--- src/rdm_pkg.sv ---
`default_nettype none

package rdm_pkg;

    localparam int COORD_BITS = 12;

    localparam int CFG_W    = 32;
    localparam int ADDR_W   = 5;
    localparam int CENTER_W = 20;
    localparam int INV_W    = 32;
    localparam int COEF_W   = 24;
    localparam int FRAME_W  = 24;
    localparam int DIM_W    = 12;

    // offset magnitude in Q.8
    localparam int MAG_W = (COORD_BITS + 8 > CENTER_W) ? COORD_BITS + 8 : CENTER_W;
    localparam int DX_W  = MAG_W + 1;
    localparam int R2_W  = 32;
    localparam int ACC_W = 32;

    typedef enum logic [2:0] {
        REG_CENTER_X  = 3'd0,
        REG_CENTER_Y  = 3'd1,
        REG_INV_FX_SQ = 3'd2,
        REG_INV_FY_SQ = 3'd3,
        REG_COEF_K1   = 3'd4,
        REG_COEF_K2   = 3'd5,
        REG_COEF_K3   = 3'd6,
        REG_FRAME     = 3'd7
    } reg_idx_t;

    typedef struct packed {
        logic [CENTER_W-1:0]      center_x;
        logic [CENTER_W-1:0]      center_y;
        logic [INV_W-1:0]         inv_focal_x_sq;
        logic [INV_W-1:0]         inv_focal_y_sq;
        logic signed [COEF_W-1:0] coef_k1;
        logic signed [COEF_W-1:0] coef_k2;
        logic signed [COEF_W-1:0] coef_k3;
        logic [FRAME_W-1:0]       frame_size;
    } cfg_t;

    typedef struct packed {
        logic [COORD_BITS-1:0] dest_col;
        logic [COORD_BITS-1:0] dest_row;
    } dest_t;

    typedef struct packed {
        logic [COORD_BITS-1:0] source_col;
        logic [COORD_BITS-1:0] source_row;
        logic                  in_frame;
    } src_t;

    typedef struct packed {
        logic signed [DX_W-1:0] dx;
        logic signed [DX_W-1:0] dy;
        logic [R2_W-1:0]        r2;
    } rad_t;

    typedef struct packed {
        logic signed [DX_W-1:0]  dx;
        logic signed [DX_W-1:0]  dy;
        logic signed [ACC_W-1:0] scale;
    } poly_t;

endpackage

`default_nettype wire

--- src/rdm_project.sv ---
`default_nettype none

module rdm_project
    import rdm_pkg::*;
(
    input  wire logic  clk,
    input  wire logic  rst_n,
    input  wire logic  up_valid,
    output logic       up_stall,
    input  wire poly_t up_data,
    input  wire cfg_t  cfg,
    output logic       dn_valid,
    input  wire logic  dn_stall,
    output src_t       dn_data
);

    localparam int NSTG   = 5;
    localparam int OFF_SH = 20;
    localparam int POS_SH = 8;
    localparam int PX_W   = DX_W + ACC_W;
    localparam int OFF_W  = PX_W - OFF_SH;
    localparam int POS_W  = OFF_W + 1;
    localparam int SX_W   = POS_W - POS_SH;

    localparam logic signed [PX_W-1:0]  OFF_BIAS =
        {{(PX_W - OFF_SH){1'b0}}, {OFF_SH{1'b1}}};
    localparam logic signed [POS_W-1:0] POS_BIAS =
        {{(POS_W - POS_SH){1'b0}}, {POS_SH{1'b1}}};

    logic [NSTG-1:0] vld_reg;
    logic [NSTG-1:0] vld_next;
    logic [NSTG:0]   adv;

    logic signed [PX_W-1:0]  px_next, py_next, px_reg, py_reg;
    logic signed [PX_W-1:0]  px_rnd, py_rnd;
    logic signed [OFF_W-1:0] offx_reg, offy_reg;
    logic signed [POS_W-1:0] posx_next, posy_next, posx_reg, posy_reg;
    logic signed [POS_W-1:0] posx_rnd, posy_rnd;
    logic signed [SX_W-1:0]  sx_reg, sy_reg;
    logic signed [SX_W-1:0]  width, height;
    logic                    ok;
    src_t                    src_next, src_reg;

    always_comb
    begin
        adv[NSTG] = !dn_stall;
        for (int k = NSTG - 1; k >= 0; k--)
        begin
            adv[k] = !vld_reg[k] || adv[k+1];
        end
    end

    assign vld_next = {vld_reg[NSTG-2:0], up_valid};
    assign up_stall = !adv[0];
    assign dn_valid = vld_reg[NSTG-1];
    assign dn_data  = src_reg;

    always_ff @(posedge clk or negedge rst_n)
    begin
        if (!rst_n)
        begin
            vld_reg <= '0;
        end
        else
        begin
            for (int k = 0; k < NSTG; k++)
            begin
                if (adv[k])
                begin
                    vld_reg[k] <= vld_next[k];
                end
            end
        end
    end

    always_comb
    begin
        px_next = up_data.dx * up_data.scale;
        py_next = up_data.dy * up_data.scale;

        px_rnd = px_reg + (px_reg[PX_W-1] ? OFF_BIAS : '0);
        py_rnd = py_reg + (py_reg[PX_W-1] ? OFF_BIAS : '0);

        posx_next = POS_W'(offx_reg) + $signed(POS_W'(cfg.center_x));
        posy_next = POS_W'(offy_reg) + $signed(POS_W'(cfg.center_y));

        posx_rnd = posx_reg + (posx_reg[POS_W-1] ? POS_BIAS : '0);
        posy_rnd = posy_reg + (posy_reg[POS_W-1] ? POS_BIAS : '0);

        width  = $signed(SX_W'(cfg.frame_size[DIM_W-1:0]));
        height = $signed(SX_W'(cfg.frame_size[2*DIM_W-1:DIM_W]));

        // a position just left of zero truncates to zero and counts as inside
        ok = !sx_reg[SX_W-1] && (sx_reg < width) && !sy_reg[SX_W-1] && (sy_reg < height);

        src_next.in_frame   = ok;
        src_next.source_col = ok ? sx_reg[COORD_BITS-1:0] : '0;
        src_next.source_row = ok ? sy_reg[COORD_BITS-1:0] : '0;
    end

    always_ff @(posedge clk)
    begin
        if (adv[0])
        begin
            px_reg <= px_next;
            py_reg <= py_next;
        end
        if (adv[1])
        begin
            offx_reg <= OFF_W'(px_rnd >>> OFF_SH);
            offy_reg <= OFF_W'(py_rnd >>> OFF_SH);
        end
        if (adv[2])
        begin
            posx_reg <= posx_next;
            posy_reg <= posy_next;
        end
        if (adv[3])
        begin
            sx_reg <= SX_W'(posx_rnd >>> POS_SH);
            sy_reg <= SX_W'(posy_rnd >>> POS_SH);
        end
        if (adv[4])
        begin
            src_reg <= src_next;
        end
    end

endmodule

`default_nettype wire

--- config.mk ---
export PLATFORM = sky130hd
export DESIGN_NAME = rdm_project
export DESIGN_NICKNAME = d
export VERILOG_FILES = /design/src/rdm_pkg.sv /design/src/rdm_project.sv
export SDC_FILE = /design/constraint.sdc
export NUM_CORES = 2
export LEC_CHECK = 0
export BUFFER_PORTS_ARGS = -buffer_cell sky130_fd_sc_hd__buf_2
export CORE_AREA = 2 2 268 535
export CTS_CLUSTER_DIAMETER = 80
export DETAILED_ROUTE_END_ITERATION = 7
export DIE_AREA = 0 0 270 537
export PLACE_DENSITY = 0.7
export SLEW_MARGIN = 5
export SYNTH_ARGS = -nofsm -noshare
export SYNTH_HDL_FRONTEND = slang
export SYNTH_SLANG_ARGS = --single-unit
--- constraint.sdc ---
create_clock -name clk -period 9.96 [get_ports clk]
set_clock_uncertainty 0.15 [all_clocks]
set_input_delay 1.992 -clock clk [delete_from_list [all_inputs] [get_ports clk]]
set_output_delay 1.992 -clock clk [all_outputs]
set_load 0.02 [all_outputs]
==> metrics.cfg <==
[cells_and_area]
final_util=0.479
drive_gt1_frac=0.0609
fin_area_sq_mm=0.0675
syn2layout_area_growth_pct=6.90
layout.nets=8626

[logic_synthesis]
synth_top_area_cell=fa_1
yosys.cell_count.top_type=inv_1
ys_top_cells_by_count=1,578 x inv_1, 1,338 x fa_1, 849 x nand2_1, 588 x and2_1, 380 x ha_1
yosys.area_share.xor_xnor=0.0390
synthAdderAreaFrac=0.500
synth.area.mux_share=0.000178
synth.yosys.seq_area_share=0.153
synth_nets=8561
synth_edf_count=317
syn_area_per_cell_sq_um=9.62
synth_area_sq_mm=0.0631
synth_compound_area_frac=0.0495
synth_top_area_frac=0.424
async_flop_share=0.0155
yosys.area_share.simple=0.147
synth_top_family_by_area=adder cells
synth_warnings=0
ys_top_cells_by_area=fa_1 42%, edfxtp_1 15%, inv_1 9.4%
synthesis.instances=6565
synth_cell_types=81
ys_ff_latch=322
synth_ff_type=edfxtp_1

[clocking]
insertion_delay_ns=0.62
holdBufCountCts=0
clkTransAtPathRegs_ns=0.08
cts_buffer_depth=3
htreeDepth=1
cts_resized=0
cts_setup_buffers=0
cts_tree=yes
numCtsBuffers=29
cts_sinks=322
cts_root_buffer=clkbuf_16

[sta]
relSlewSlack=0.189
finalCritPeriodShare=0.913
grt_setup_unrepaired=no
hold_viol=0
postLayoutSetupSlackWorst_ns=0.870
tns_ns=0
timing.fmax_mhz=110
setup_viol=0
drv_slew=0
worst_pin_slew_ns=1.21
min_period_ns=9.09

[global_routing]
grt_busiest_layer=met2
use_met3=0.0239
grtUsageMet2=0.435
met1_usage=0.233
first_global_vias=49410
grt_antenna_before_repair=23
grt_pass1_wl_mm=260
grt_overflow=0
grt_max_degree=70
grt.total_usage=0.233

[setup_path]
cp_common_cell=fa_1
crit_family=adder cells
cp.required_ns=10.17
path_max_fanout=14
cp_slowest_stage_delay_ns=0.57
end_kind=register
startpoint_type=primary input
arrival_ns=9.30
critPathKind=primary input to register
crit_path_top_delay_cell=fa_1
cp_num_buf_inv=5

[route]
drtIter0Drc=2556
first_pass_iters=6
routedWlPerCell_um=19.3
vias=44594
ant_nets=0
drc=0
wl_mm=164
via_per_inst=5.22

[status]
status=completed

[floorplanning]
initial_core_util=0.448
die_h_um=537
fp.coreArea_sq_mm=0.141
pin_count=305
rows=195
fp.dieArea_sq_mm=0.145
die_w_um=270

[place]
io_buffers=168
post-place-ws_ns=0.286
dp_hpwl_mm=139
placed_area_sq_mm=0.0664
place_congestion=0.924

[run]
cap_violations=0

[worst_hold_path]
min_path_type=register to register

## cells by family (layout without fill, tap and decap cells)
| kind of cell | count (synthesis) | count (layout) |
|---|---|---|
| buffers and inverters | 1862 | 1948 |
| muxes | 1 | 1 |
| AOI/OAI and AO/OA | 472 | 472 |
| DFF | 322 | 322 |
| other | 0 | 15 |
| xor gates and xnor gates | 281 | 281 |
| adders and majority gates | 1718 | 1718 |
| and+or+nand+nor | 1909 | 1909 |
## layout make-up
class / count / area (sq um)
tap: 1871 / 2340
timing repair buffer: 316 / 2040
clock inverter: 21 / 282
inverter: 1580 / 5930
sequential: 322 / 9640
antenna: 15 / 37.5
clock buffer: 31 / 733
fill: 13158 / 73300
multi-input combinational: 4381 / 46500
## routing by layer
layer / up-vias / routed length (um)
met3: 657 / 7240
met2: 1447 / 87800
met1: 22791 / 53200
met5: - / 159
li1: 19673 / -
met4: 26 / 16100
## cells in the final DEF, fill, tap and decap left out, types with 67 or more instances in the layout
cell,synthesis,final
fa_1,1338,1338
buf_4,1,141
xor2_1,92,92
and2_1,588,588
o21ai_0,67,67
buf_2,3,168
ha_1,380,380
a21o_1,93,93
inv_1,1578,1577
xnor2_1,189,189
nand3_1,69,68
edfxtp_1,317,317
nor2_1,179,179
nand2_1,849,848
a21oi_1,140,140
## per-stage QoR
step / hold slack (ns) / cells
floorplan: 0.277 / 6565
global placement: 0.287 / 8470
detailed placement: 0.292 / 8470
CTS: 0.310 / 8522
global route: 0.347 / 8533
finish: 0.308 / 8537
## path summary, 6_finish.rpt
| check | startpoint | end | slack [ns] | cells after the start |
|---|---|---|---|---|
| worst max-delay path | up_data[38] | py_reg[52] | 0.87 | 25 |
| worst min-delay path | vld_reg[3] | vld_reg[4] | 0.31 | 1 |
| worst max register to register | posy_reg[33] | sy_reg[22] | 5.31 | 11 |
| worst min register to register | vld_reg[3] | vld_reg[4] | 0.31 | 1 |
| min in group asynchronous | rst_n | vld_reg[4] | 1.02 | 1 |
| max in group asynchronous | rst_n | vld_reg[0] | 8.51 | 1 |
Power is left out: the tool's default activity adds up to more than one toggle a clock period on the data nets, which glitch-free logic cannot reach.
