===== src/rdm_pkg.sv =====
`default_nettype none

package rdm_pkg;

    localparam int COORD_BITS = 12;

    localparam int CFG_W    = 32;
    localparam int ADDR_W   = 5;
    localparam int CENTER_W = 20;
    localparam int INV_W    = 32;
    localparam int COEF_W   = 24;
    localparam int FRAME_W  = 24;
    localparam int DIM_W    = 12;

    // offset magnitude in Q.8
    localparam int MAG_W = (COORD_BITS + 8 > CENTER_W) ? COORD_BITS + 8 : CENTER_W;
    localparam int DX_W  = MAG_W + 1;
    localparam int R2_W  = 32;
    localparam int ACC_W = 32;

    typedef enum logic [2:0] {
        REG_CENTER_X  = 3'd0,
        REG_CENTER_Y  = 3'd1,
        REG_INV_FX_SQ = 3'd2,
        REG_INV_FY_SQ = 3'd3,
        REG_COEF_K1   = 3'd4,
        REG_COEF_K2   = 3'd5,
        REG_COEF_K3   = 3'd6,
        REG_FRAME     = 3'd7
    } reg_idx_t;

    typedef struct packed {
        logic [CENTER_W-1:0]      center_x;
        logic [CENTER_W-1:0]      center_y;
        logic [INV_W-1:0]         inv_focal_x_sq;
        logic [INV_W-1:0]         inv_focal_y_sq;
        logic signed [COEF_W-1:0] coef_k1;
        logic signed [COEF_W-1:0] coef_k2;
        logic signed [COEF_W-1:0] coef_k3;
        logic [FRAME_W-1:0]       frame_size;
    } cfg_t;

    typedef struct packed {
        logic [COORD_BITS-1:0] dest_col;
        logic [COORD_BITS-1:0] dest_row;
    } dest_t;

    typedef struct packed {
        logic [COORD_BITS-1:0] source_col;
        logic [COORD_BITS-1:0] source_row;
        logic                  in_frame;
    } src_t;

    typedef struct packed {
        logic signed [DX_W-1:0] dx;
        logic signed [DX_W-1:0] dy;
        logic [R2_W-1:0]        r2;
    } rad_t;

    typedef struct packed {
        logic signed [DX_W-1:0]  dx;
        logic signed [DX_W-1:0]  dy;
        logic signed [ACC_W-1:0] scale;
    } poly_t;

endpackage

`default_nettype wire


===== src/rdm_regs.sv =====
`default_nettype none

module rdm_regs
    import rdm_pkg::*;
(
    input  wire logic              clk,
    input  wire logic              rst_n,
    input  wire logic              psel,
    input  wire logic              penable,
    input  wire logic              pwrite,
    input  wire logic [ADDR_W-1:0] paddr,
    input  wire logic [CFG_W-1:0]  pwdata,
    output logic [CFG_W-1:0]       prdata,
    output logic                   pready,
    output cfg_t                   cfg
);

    cfg_t     cfg_reg;
    logic     wr_en;
    reg_idx_t idx;

    assign pready = 1'b1;
    assign wr_en  = psel && penable && pwrite;
    assign idx    = reg_idx_t'(paddr[ADDR_W-1:2]);
    assign cfg    = cfg_reg;

    always_ff @(posedge clk or negedge rst_n)
    begin
        if (!rst_n)
        begin
            cfg_reg <= '0;
        end
        else if (wr_en)
        begin
            unique case (idx)
                REG_CENTER_X:  cfg_reg.center_x       <= pwdata[CENTER_W-1:0];
                REG_CENTER_Y:  cfg_reg.center_y       <= pwdata[CENTER_W-1:0];
                REG_INV_FX_SQ: cfg_reg.inv_focal_x_sq <= pwdata[INV_W-1:0];
                REG_INV_FY_SQ: cfg_reg.inv_focal_y_sq <= pwdata[INV_W-1:0];
                REG_COEF_K1:   cfg_reg.coef_k1        <= $signed(pwdata[COEF_W-1:0]);
                REG_COEF_K2:   cfg_reg.coef_k2        <= $signed(pwdata[COEF_W-1:0]);
                REG_COEF_K3:   cfg_reg.coef_k3        <= $signed(pwdata[COEF_W-1:0]);
                REG_FRAME:     cfg_reg.frame_size     <= pwdata[FRAME_W-1:0];
                default:       cfg_reg                <= cfg_reg;
            endcase
        end
    end

    always_comb
    begin
        prdata = '0;
        unique case (idx)
            REG_CENTER_X:  prdata = CFG_W'(cfg_reg.center_x);
            REG_CENTER_Y:  prdata = CFG_W'(cfg_reg.center_y);
            REG_INV_FX_SQ: prdata = CFG_W'(cfg_reg.inv_focal_x_sq);
            REG_INV_FY_SQ: prdata = CFG_W'(cfg_reg.inv_focal_y_sq);
            REG_COEF_K1:   prdata = CFG_W'($unsigned(cfg_reg.coef_k1));
            REG_COEF_K2:   prdata = CFG_W'($unsigned(cfg_reg.coef_k2));
            REG_COEF_K3:   prdata = CFG_W'($unsigned(cfg_reg.coef_k3));
            REG_FRAME:     prdata = CFG_W'(cfg_reg.frame_size);
            default:       prdata = '0;
        endcase
    end

endmodule

`default_nettype wire


===== config.mk =====
export PLATFORM = sky130hd
export DESIGN_NAME = rdm_regs
export DESIGN_NICKNAME = d
export VERILOG_FILES = /design/src/rdm_pkg.sv /design/src/rdm_regs.sv
export SDC_FILE = /design/constraint.sdc
export NUM_CORES = 1
export LEC_CHECK = 0
export ABC_CLOCK_PERIOD_IN_PS = 1100
export BUFFER_PORTS_ARGS = -buffer_cell sky130_fd_sc_hd__buf_4
export CAP_MARGIN = 20
export CORE_AREA = 2 2 154 156
export DETAILED_ROUTE_END_ITERATION = 7
export DIE_AREA = 0 0 156 158
export PLACE_DENSITY = 0.65
export SYNTH_ARGS = -nofsm -noshare
export SYNTH_HDL_FRONTEND = slang
export SYNTH_SLANG_ARGS = --single-unit

===== constraint.sdc =====
create_clock -name clk -period 1.1 [get_ports clk]
set_input_delay 0.055 -clock clk [delete_from_list [all_inputs] [get_ports clk]]
set_output_delay 0.055 -clock clk [all_outputs]
set_load 0.05 [all_outputs]

==> results.cfg, run 1 <==
[run_status]
status = finished, violations left
violations = negative setup slack

[floorplan]
die_h_um = 158
dieArea_um2 = 24600
core_area_um2 = 23100
die_width_um = 156
row_count = 56
start_util_pct = 39.5
io_pins = 275

[sta]
finalMaxSlewViolations = 0
setup_ws_ns = -0.696
fmax_mhz = 557
post-route-min-period_ns = 1.80
period_share_pct = 163
rsz0062_at_grt = yes
setup_viol = 210
hold_viol = 0
final.setup_skew_ns = 0

[placed_design]
io_buffers = 271
placed_area_um2 = 13900
dp.cells = 1368
hpwl_um = 22700
routabilityCongestion = 0.789

[detailed_routing]
avgRoutedWirePerCell_um = 23.9
initialDrtViolationCount = 284
final_antenna_net_count = 0
vias_per_cell = 5.26
wirelength_met1_um = 14500
top_layer = met4
route.met3.wl_um = 2490
drc = 0
wl_met2_um = 18400
drt_wl_total_um = 36200
drtPass1Iterations = 4
vias = 7970

[synthesis]
synth_area_per_cell_um2 = 14.1
ys_ff_latch = 200
yosysWarnings = 0
yosysUniqueCellTypes = 39
syn_area_um2 = 9090
synth_fp_nets = 688
ys_seq_area_share_pct = 55.0
synth_cells = 646

[power]
p_comb_share_pct = 53.6
seqPwrFrac_pct = 29.2
p_sw_mw = 14.3
leakagePower_nw = 8.17
irDropWorstVdd_mv = 1.03
power_frac_clock_pct = 17.2
p_per_area_nw_per_um2 = 1980
p_int_mw = 21.3
swShare_pct = 40.1

[grt]
antenna_found_initial = 0
overflow = 0
grtUsageTotal_pct = 28.6
grt_pass1_vias = 8799
grt_pass1_wl_um = 52900
grt_max_degree = 39

[setup_path]
slowest_delay_ns = 0.41
worst-r2r-cell-count = 4
critPathMaxFanout = 2
worst-path-buf-inv = 1
crit_chain = nand2b_4 -> a32o_1 -> o32a_4 -> buf_8
cp-end-kind = output port
crit_arrival_ns = 1.74
crit_type = reg -> out
path_depth = 4
crit_required_ns = 1.04
startpoint_type = register
crit_family = compound AO/OA/AOI/OAI gates
crit_slowest_cell = dfrtp_2

[cells_and_area]
largest_reg_flops = 200
syn_to_final_growth_pct = 97.4
n_antenna_cell = 0
layout_common_cells = 226 x buf_6, 168 x dfrtp_2, 160 x buf_8
layout-drive-gt1-share_pct = 85.7
nFillCells = 1245
final_cells = 1514
num-nets-final = 1253
fin_area_um2 = 18000
layout_commonest_cell = buf_6

[job]
drv_cap = 0

[hold_path]
hp-class = in -> async

[clock_tree]
root_buffer = clkbuf_16
clk_latency_ns = 0.42
ctsHtreeMaxLevel = 4
cts_tree = done
cts_buffers = 17
clkTransAtPathRegs_ns = 0.08
cts_max_path_buffers = 2
cts.sinks = 200
power groups by stage:
stage               Combinational (mW)  Clock [mW]  Sequential, mW
floorplan                         3.37           0            15.3
global placement                  14.0           0            10.0
detailed placement                14.2           0            10.1
CTS                               18.0        6.22            10.2
global route                      19.7        6.54            10.5
finish                            19.1        6.12            10.4
synth_stat cells:
master	number	share of area, %
inv_1	20	0.83
buf_1	3	0.12
nor2_2	3	0.21
o221ai_1	1	0.096
buf_4	12	0.99
nand2_1	4	0.17
mux4_2	1	0.25
nor2_4	1	0.12
mux2i_1	65	7.2
nand4_1	2	0.14
o22a_1	18	1.7
nor3_2	1	0.11
a41oi_1	1	0.096
nand4b_4	1	0.26
a21oi_1	2	0.11
a32o_1	2	0.22
clkbuf_1	8	0.33
nand4b_1	1	0.096
dfrtp_1	200	55
mux2_1	24	3.0
nor2b_1	1	0.069
nor2_1	15	0.62
o22ai_1	18	1.2
or3_1	2	0.14
a221oi_1	22	2.1
and3_1	1	0.069
a21bo_2	1	0.11
o31ai_1	1	0.083
o21ai_0	1	0.055
a211oi_1	1	0.083
and3b_1	1	0.096
nor3b_1	1	0.083
a22oi_1	1	0.083
conb_1	1	0.041
o32a_1	1	0.11
mux2_2	181	22
nand2b_1	4	0.28
o211ai_1	1	0.083
buf_2	22	1.2
layout make-up:
class | instances | area, um^2 | share of cell area [%]
flip-flops and latches | 200 | 5220 | 29.1
multi-input cells | 381 | 4580 | 25.5
inverters | 20 | 75.1 | 0.418
clock inverters | 14 | 134 | 0.746
repair buffers | 591 | 7150 | 39.8
well taps | 290 | 363 | 2.02
clock buffers | 18 | 429 | 2.39
per-layer routing:
metal  GRT usage (%)  up-vias
met5               0        -
met4            9.17        0
met3            7.25       57
met2            48.7      331
met1            36.0     4052
li1                -     3530
cell families (layout without fill, tap and decap cells):
| logic type | after synthesis | after routing | synth area share [%] |
|---|---|---|---|
| other | 1 | 1 | 0.0412 |
| DFF | 200 | 200 | 55.0 |
| buffers and inverters | 65 | 643 | 3.48 |
| muxes | 271 | 271 | 32.8 |
| and+or+nand+nor | 38 | 38 | 2.45 |
| AOI/OAI and AO/OA | 71 | 71 | 6.22 |
stage by stage:
step / TNS [ns] / utilization (%) / total power [mW] / worst slack [ns] / hold slack (ns)
final: -26.51 / 77.9 / 35.6 / -0.696 / 0.132
after global routing: -35.59 / 77.9 / 36.8 / -0.735 / 0.135
after floorplan: -28.49 / - / 18.6 / -0.294 / -0.241
after global placement: -59.85 / 60.3 / 24.1 / -0.361 / 0.0101
after CTS: -27.20 / 75.1 / 34.5 / -0.719 / 0.0980
after detailed placement: -64.30 / 60.3 / 24.3 / -0.397 / 0.00845
worst paths after layout:
check / from / to / slack [ns]
worst max-delay path: cfg[141]$_DFFE_PN0P_ / prdata[13] / -0.70
worst min-delay path: rst_n / cfg[15]$_DFFE_PN0P_ / 0.13
worst max register to register: cfg[113]$_DFFE_PN0P_ / cfg[113]$_DFFE_PN0P_ / -0.06
worst min register to register: cfg[135]$_DFFE_PN0P_ / cfg[135]$_DFFE_PN0P_ / 0.55
max in group asynchronous: rst_n / cfg[160]$_DFFE_PN0P_ / 0.37
min in group clk: penable / cfg[72]$_DFFE_PN0P_ / 0.33
timing repair:
| action | 4_1_cts | 5_1_grt |
|---|---|---|
| endpoints found under the hold margin | 400 | 0 |
| hold buffers | 33 | 0 |
| setup buffers | 51 | 77 |
| endpoints found under the setup margin | 231 | 232 |
| pin swaps | 19 | 19 |
| gates resized for setup | 583 | 102 |
No activity file was read; power rests on OpenSTA's default activity.
==> run 2: changes to the inputs <==
--- a/config.mk
+++ b/config.mk
@@ -12,6 +12,7 @@
 export DETAILED_ROUTE_END_ITERATION = 7
 export DIE_AREA = 0 0 156 158
 export PLACE_DENSITY = 0.65
+export REMOVE_ABC_BUFFERS = 1
 export SYNTH_ARGS = -nofsm -noshare
 export SYNTH_HDL_FRONTEND = slang
 export SYNTH_SLANG_ARGS = --single-unit
==> run 2 against run 1 <==
Net effect: maximum frequency up 2.4%; clock skew unchanged; register-to-register slack better by 0.02 ns; core utilization down 6.4 points; sequential cell count unchanged; critical path depth unchanged; first-iteration DRC count up 9.2%; clock power up 6.4%; the flow still finishes with violations (negative setup slack).
==> results.cfg, run 2 (synthesis results as in run 1) <==
[run_status]
status = finished, violations left
violations = negative setup slack

[setup_path]
path_depth = 4
crit_required_ns = 1.04
startpoint_type = register
crit_family = compound AO/OA/AOI/OAI gates
slowest_delay_ns = 0.38
crit_type = reg -> out
crit_arrival_ns = 1.70
crit_path_start = cfg[141]$_DFFE_PN0P_
worst-r2r-cell-count = 4
crit_slowest_cell = dfrtp_1
worst-path-buf-inv = 1
crit_chain = nand2b_4 -> a32o_1 -> o32a_1 -> buf_6
worstReg2RegStart = cfg[76]$_DFFE_PN0P_
reg2reg_slack_ns = -0.04
crit_end = prdata[13]
critPathMaxFanout = 2
cp-end-kind = output port
reg2reg_to = cfg[76]$_DFFE_PN0P_

[grt]
grtUsageTotal_pct = 25.7
grt_pass1_wl_um = 47900
overflow = 0
grt_max_degree = 42
antenna_found_initial = 0
grt_pass1_vias = 8078

[detailed_routing]
drt_wl_total_um = 32300
drc = 0
drtPass1Iterations = 4
vias_per_cell = 5.22
avgRoutedWirePerCell_um = 22.2
final_antenna_net_count = 0
initialDrtViolationCount = 310
vias = 7613

[sta]
fmax_mhz = 570
post-route-min-period_ns = 1.75
hold_viol = 0
period_share_pct = 159
rsz0062_at_grt = yes
setup_ws_ns = -0.653
setup_viol = 169
fin_hold_ws_ns = 0.134
final.setup_skew_ns = 0
finalMaxSlewViolations = 0

[clock_tree]
clk_latency_ns = 0.44
ctsHtreeMaxLevel = 4
cts_tree = done
cts_max_path_buffers = 2
cts.sinks = 200
root_buffer = clkbuf_16
clkTransAtPathRegs_ns = 0.08
cts_buffers = 17

[placed_design]
hpwl_um = 20800
routabilityCongestion = 0.815
dp.cells = 1337
placed_area_um2 = 12900
io_buffers = 271

[floorplan]
die_width_um = 156
io_pins = 275
start_util_pct = 39.5
row_count = 56
core_area_um2 = 23100
dieArea_um2 = 24600
die_h_um = 158

[cells_and_area]
largest_reg_flops = 200
syn_to_final_growth_pct = 81.0
final_cells = 1459
layout_commonest_cell = buf_6
num-nets-final = 1199
layout-drive-gt1-share_pct = 65.4
layout_common_cells = 244 x buf_6, 200 x dfrtp_1, 179 x mux2_2
n_antenna_cell = 0
fin_area_um2 = 16500

[job]
drv_cap = 0

[hold_path]
hp-class = in -> async

[power]
power.total_mw = 33.7
p_per_area_nw_per_um2 = 2040
leakagePower_nw = 7.82
irDropWorstVdd_mv = 1.32
-- run 2: cell count changes in the layout (fill, tap and decap cells not counted), sizes merged --
| cell | delta |
|---|---|
| inv | -3 |
| clkinv | -2 |
| buf | -54 |
| bufinv | +2 |
| clkinvlp | +2 |
-- run 2: report_power, final --
group | internal (mW) | switching (mW) | total [mW]
Clock | 3.48 | 3.03 | 6.51
Combinational | 7.91 | 9.17 | 17.1
Sequential | 8.79 | 1.28 | 10.1
Total | 20.2 | 13.5 | 33.7
-- run 2: worst min path at each step --
| stage | from | to | slack, ns | cells after the start |
|---|---|---|---|---|
| 2_1_floorplan | rst_n | cfg[0]$_DFFE_PN0P_ | -0.24 | 0 |
| 3_3_place_gp | rst_n | cfg[9]$_DFFE_PN0P_ | 0.03 | 1 |
| 3_5_place_dp | rst_n | cfg[9]$_DFFE_PN0P_ | 0.03 | 1 |
| 4_1_cts | rst_n | cfg[9]$_DFFE_PN0P_ | 0.12 | 2 |
| 5_1_grt | rst_n | cfg[9]$_DFFE_PN0P_ | 0.13 | 2 |
| 6_report | rst_n | cfg[9]$_DFFE_PN0P_ | 0.13 | 2 |
-- run 2: cell type report --
| type | count | area, um^2 |
|---|---|---|
| clock inverter | 13 | 163 |
| clock buffer | 18 | 439 |
| tap | 290 | 363 |
| timing repair buffer | 537 | 6410 |
| multi-input combinational | 381 | 4010 |
| inverter | 20 | 75.1 |
| sequential | 200 | 5000 |
| fill | 1506 | 6590 |
-- run 2: metrics by stage --
step / TNS [ns] / worst slack, ns / util (%)
3_5_place_dp: -69.83 / -0.371 / 56.1
5_1_grt: -29.86 / -0.701 / 71.4
4_1_cts: -22.85 / -0.682 / 69.4
6_report: -22.14 / -0.653 / 71.4
3_3_place_gp: -68.74 / -0.401 / 56.1
2_1_floorplan: -148.26 / -1.33 / -
-- run 2: timing repair --
item | CTS | global route
hold buffers | 33 | 0
pin swaps | 14 | 25
endpoints found under the hold margin | 400 | 0
endpoints found under the setup margin | 230 | 207
gates resized for setup | 501 | 104
buffers inserted | 49 | 76
-- run 2: metal layers --
metal,up-vias,routed length [um],track usage (%),part of all wire [%]
met5,-,0,0,0
met4,0,756,8.26,2.3
met3,53,1530,5.09,4.7
met2,245,16400,43.0,51
met1,3886,13700,33.9,42
li1,3429,-,-,-
-- run 2: worst register-to-register path: cells and delay by family (launching register included) --
family	cells	cell delay, ns
flops	1	0.41
buf+inv	3	0.35
mux	1	0.26
